`src/hw/rtl/imh_pkg.sv`:
```
// Shared types, constants and the operand classing function of the instruction mix histogram.
`default_nettype none

package imh_pkg;

    localparam int NUM_CLASSES = 20;
    localparam int CLASS_W     = 5;
    localparam int COUNT_W     = 32;
    localparam int OPCODE_W    = 8;
    localparam int OPERAND_W   = 16;
    // Widest counter index, reached with 256 opcodes (256 * 20 * 20 entries).
    localparam int IDX_W       = 17;

    localparam logic [7:0] DESC_NONE     = 8'hFF;
    localparam logic [7:0] DESC_WIDE_MIN = 8'd32;
    localparam logic [7:0] DESC_LOW_MAX  = 8'd7;
    localparam logic [7:0] DESC_MID_MAX  = 8'd15;
    localparam logic [7:0] DESC_OFFSET   = 8'd12;

    localparam logic [CLASS_W-1:0] CLS_NONE = 5'd0;
    localparam logic [CLASS_W-1:0] CLS_WIDE = 5'd1;
    localparam logic [CLASS_W-1:0] CLS_LOW  = 5'd2;
    localparam logic [CLASS_W-1:0] CLS_MID  = 5'd3;

    localparam logic OP_ADD  = 1'b0;
    localparam logic OP_READ = 1'b1;

    // Commands from the controller to the datapath.
    typedef struct packed {
        logic capture;   // latch the incoming request
        logic rd_en;     // read the addressed counter
        logic update;    // write back and load the result register
        logic clr_en;    // write zero at the clearing address and advance it
    } t_dp_cmd;

    // Status from the datapath to the controller.
    typedef struct packed {
        logic clr_last;  // clearing address is at the last entry
        logic out_free;  // result register can take a new result this cycle
    } t_dp_sts;

    function automatic logic [CLASS_W-1:0] class_of(input logic [OPERAND_W-1:0] desc);
        logic [7:0] v;
        logic [7:0] d;
        v = desc[7:0];
        d = v - DESC_OFFSET;
        if (v == DESC_NONE) begin
            return CLS_NONE;
        end else if (v >= DESC_WIDE_MIN) begin
            return CLS_WIDE;
        end else if (v <= DESC_LOW_MAX) begin
            return CLS_LOW;
        end else if (v <= DESC_MID_MAX) begin
            return CLS_MID;
        end
        return d[CLASS_W-1:0];
    endfunction

endpackage

`default_nettype wire

```
`src/hw/rtl/imh_ctl.sv`:
```
// Controller of the instruction mix histogram: clearing sweep and per-request sequencing.
`default_nettype none

module imh_ctl (
    input  wire logic              i_clk,
    input  wire logic              i_rst_n,
    input  wire logic              i_valid,
    output logic                   o_stall,
    output imh_pkg::t_dp_cmd       o_cmd,
    input  wire imh_pkg::t_dp_sts  i_sts
);

    import imh_pkg::*;

    localparam logic [1:0] ST_CLEAR  = 2'd0;
    localparam logic [1:0] ST_IDLE   = 2'd1;
    localparam logic [1:0] ST_READ   = 2'd2;
    localparam logic [1:0] ST_UPDATE = 2'd3;

    logic [1:0] r_state, n_state;

    always_comb begin
        n_state       = r_state;
        o_cmd.capture = 1'b0;
        o_cmd.rd_en   = 1'b0;
        o_cmd.update  = 1'b0;
        o_cmd.clr_en  = 1'b0;
        case (r_state)
            ST_CLEAR: begin
                o_cmd.clr_en = 1'b1;
                if (i_sts.clr_last) begin
                    n_state = ST_IDLE;
                end
            end
            ST_IDLE: begin
                if (i_valid) begin
                    o_cmd.capture = 1'b1;
                    n_state       = ST_READ;
                end
            end
            ST_READ: begin
                o_cmd.rd_en = 1'b1;
                n_state     = ST_UPDATE;
            end
            ST_UPDATE: begin
                if (i_sts.out_free) begin
                    o_cmd.update = 1'b1;
                    n_state      = ST_IDLE;
                end
            end
            default: begin
                n_state = ST_CLEAR;
            end
        endcase
    end

    assign o_stall = (r_state != ST_IDLE);

    always_ff @(posedge i_clk) begin
        if (!i_rst_n) begin
            r_state <= ST_CLEAR;
        end else begin
            r_state <= n_state;
        end
    end

`ifndef ASSERT_OFF
    a_capture_then_read: assert property (@(posedge i_clk) disable iff (!i_rst_n)
        o_cmd.capture |=> (r_state == ST_READ))
        else $error("captured request not followed by a store read");

    a_update_waits: assert property (@(posedge i_clk) disable iff (!i_rst_n)
        ((r_state == ST_UPDATE) && !i_sts.out_free) |=> (r_state == ST_UPDATE))
        else $error("update left while the result register was busy");

    a_clear_excl: assert property (@(posedge i_clk) disable iff (!i_rst_n)
        o_cmd.clr_en |-> (!o_cmd.capture && !o_cmd.update))
        else $error("request handled during the clearing sweep");
`endif

endmodule

`default_nettype wire

```
`config.mk`:
```
export PLATFORM = sky130hd
export DESIGN_NAME = imh_ctl
export DESIGN_NICKNAME = d
export VERILOG_FILES = /design/src/hw/rtl/imh_pkg.sv /design/src/hw/rtl/imh_ctl.sv
export SDC_FILE = /design/constraint.sdc
export NUM_CORES = 1
export LEC_CHECK = 0
export ABC_AREA = 1
export BUFFER_PORTS_ARGS = -buffer_cell sky130_fd_sc_hd__buf_2
export CAP_MARGIN = 20
export CORE_AREA = 2 2 39 41
export CTS_CLUSTER_SIZE = 30
export DETAILED_ROUTE_END_ITERATION = 8
export DIE_AREA = 0 0 41 43
export PLACE_DENSITY_LB_ADDON = 0.3
export SKIP_CTS_REPAIR_TIMING = 1
export SYNTH_ARGS = -nofsm -noshare
export SYNTH_HDL_FRONTEND = slang
export SYNTH_SLANG_ARGS = --single-unit
```
`constraint.sdc`:
```
create_clock -name i_clk -period 1.2 [get_ports i_clk]
set_input_delay 0.36 -clock i_clk [delete_from_list [all_inputs] [get_ports i_clk]]
set_output_delay 0.36 -clock i_clk [all_outputs]
set_load 0.005 [all_outputs]
```
# == After elaboration in Yosys (flattened, before gate mapping) ==
# Cells that the tools add are included.
# op_classes
n_eq_ne,7
n_mux,10
n_reduce_logical,2
# ops
operator,count
$pmux W2 S4,1
$mux W1,6
$mux W2,3
$ne A2 B2 Y1 const B,3
$eq A2 B2 Y1 const B,2
$reduce_and A3 Y1,1
$eq A2 B1 Y1 const B,1
$logic_not A2 Y1,1
$ne A2 B1 Y1 const B,1
# totals
register_bits,2
output_inout_bits,5
inputBits,5
elab_cells,20

# == Logic depth before layout (Yosys ltp) ==
# logic_depth
ltp_word,3
mapped_depth,7
ltp_nobuf,7

# == Worst setup path before layout ==
# OpenSTA, ideal clock, no wires.
# synth_path
kind,flip-flop to output port
start,reg r_state[1]
end,out o_cmd[3] (netlist bit)
slack_ns,0.159
arrival_ns,0.681
stages_incl_launch_ff,5
required_ns,0.840
cell_sequence,dfxtp_1 > inv_1 > ha_1 > nand2_1 > inv_1
# synth_lines
element,line_no,text
start: declaration,imh_ctl.sv:20,"logic [1:0] r_state, n_state;"
start signal: assignment,imh_ctl.sv:63,r_state <= n_state;
end: declaration,imh_ctl.sv:9,"output imh_pkg::t_dp_cmd o_cmd,"

==> results.txt <==
Fill cell count: 166
Setup CP Type: flop to primary output
Detail Route Antenna Nets: 0
HPWL Detailed: 269 µm
Startpoint types: flop
Hold_ws: 365 ps
Hold Fails Final Rpt: 0
GPL Wtd Cong: 0.649
Final std cells w/o fill: 56
Clk sinks: 2
First-pass GRT wire length: 427 µm
Synthesized instance count: 28
DR pass1 iterations: 2
Ant. Diodes: 0
Clock transition at path regs: 30 ps
Yosys cell types: 7
Warnings from Yosys: 0
Vias after detailed routing: 183
Total global-route track usage: 4.61%
Largest net degree at the start of global routing: 5
Adder-Cell Fraction of Synth Area: 27.6%
Area contributors post-synth: ha_1, dfxtp_1, inv_1
Reg area: 45.0 µm²
Static Leak: 0.178 nW
Post-synthesis xor/xnor area fraction: 0%
PwrDens: 2210 nW/µm²
Status: finished with violations
Synth-to-layout area growth: 70.3%
Total nets after synthesis: 37
Post-synth top area cell: ha_1
Max-cap violations: 0
Largest register FFs: 2
Placeable Area: 1380 µm²
Critical Path Fanout Max: 3
Clock Tree Buf Depth: 2
GRT Residual Overflow: 0
WP data required: 840 ps
Dpl ws: 14.4 ps
Worst skew pair latency: 220 ps
Placed Cells: 53
Max VDD drop: 476 µV
Drt wl/cell: 6.54 µm
Synthesized flop and latch total: 2
Port Buffer Count: 9
Fin worst setup slack: -136 ps
Register area share after synthesis: 22.1%
Largest family of logic cells by synthesized area: simple AND/OR/NAND/NOR gates
Worst slew margin: 93.7%
Die width: 41 µm
Pins Over Slew Limit: 0
Share of cells above drive strength 1: 60.0%
Antenna violations before repair: 0
Num rows: 14
Yosys top cell area share: 27.6%
Syn avg cell area: 6.48 µm²
Synth Area in Simple Gates: 33.8%
H-tree depth: 1
Final setup viols: 5
Compound-Gate Fraction of Synth Area: 0%
Largest register by flop count: r_state
Area of the die: 1760 µm²
Failing checks: setup timing
Initial drt markers: 1
Vert. Die Dim: 43 µm
Period Utilization, post-route: 111%
Hold WC Path Type: input pin to flop
CTS Buf Count: 3
Vias in the first global route: 134
Final critical-path required period: 1340 ps
CTS Root Cell: clkbuf_4
DRC viols: 0
Least-Margin Pin Slew: 95.2 ps
Critical Path Sink Type: primary output
Post-DR vias/cell: 3.27
Worst Skew: 0.896 ps
CP Data Arrival Time: 980 ps
Post-Route WL: 366 µm
IO Count: 10
CTS tree: built
Largest registers: r_state (2)
Initial Util: 13.1%
F_max: 748 MHz
Synthesized cell area: 181 µm²
Multiplexer share of the synthesized area: 0%
Area of the multi-input gates: 131 µm²
Unrepaired setup endpoints after global routing: yes
Nets: 51
-- report_power, final --
part / internal, mW / leakage (nW) / switching [mW]
sequential: 0.112 / 0.0175 / 0.0426
clock: 0.110 / 0.0138 / 0.0380
combinational: 0.189 / 0.147 / 0.191
total: 0.411 / 0.178 / 0.272
-- placed cells by master, fill, tap and decap left out, drive strengths merged --
cell type / instances
nand2: 9
buf: 9
inv: 8
nor2: 4
ha: 4
clkbuf: 3
dfxtp: 2
nand3: 1
-- area by class of cell --
| cell class | count | share of cell area (%) |
|---|---|---|
| Clock buffer | 3 | 7.29 |
| Tap cell | 16 | 6.48 |
| Inverter | 8 | 10.5 |
| Multi-Input combinational cell | 18 | 42.5 |
| Sequential cell | 2 | 14.6 |
| Timing Repair Buffer | 9 | 18.6 |
-- final timing paths --
kind / start / to / slack (ps) / cells after the start
worst max-delay path: r_state[1] / o_cmd[3] / -140 / 5
worst min register to register: r_state[1] / r_state[1] / 580 / 4
worst min-delay path: i_rst_n / r_state[0] / 370 / 3
worst max register to register: r_state[1] / r_state[1] / 190 / 7
-- per-stage QoR --
stage	area, µm²	utilization, %	setup TNS (ps)	power [mW]
after CTS	269	19.4	-915	0.588
final	309	22.3	-525	0.683
after global placement	246	17.8	0	0.427
after detailed placement	246	17.8	0	0.426
after global routing	309	22.3	-737	0.764
after floorplan	181	-	0	0.328
-- worst max-delay path, cell delays in order (launching register included) --
cell and delay, ps:
dfxtp_2 350, inv_4 50, ha_4 160, nand2_2 50, inv_2 30, buf_6 100
-- cell families after synthesis --
group         after synthesis
fa+ha+maj                   4
simple gates               14
buf+inv                     8
flops                       2
-- cells in the mapped netlist --
master / number
nand3_2: 1
dfxtp_1: 2
inv_1: 8
nand2_2: 1
nand2_1: 8
nor2_1: 4
ha_1: 4
-- per-layer routing --
metal | global-route usage [%] | vias up | part of all wire (%)
li1 | - | 105 | -
met5 | 0 | - | 0
met4 | 6.00 | 0 | 0
met2 | 5.63 | 7 | 50
met1 | 3.21 | 71 | 39
met3 | 4.71 | 0 | 10
No activity file was read; power rests on OpenSTA's default activity.
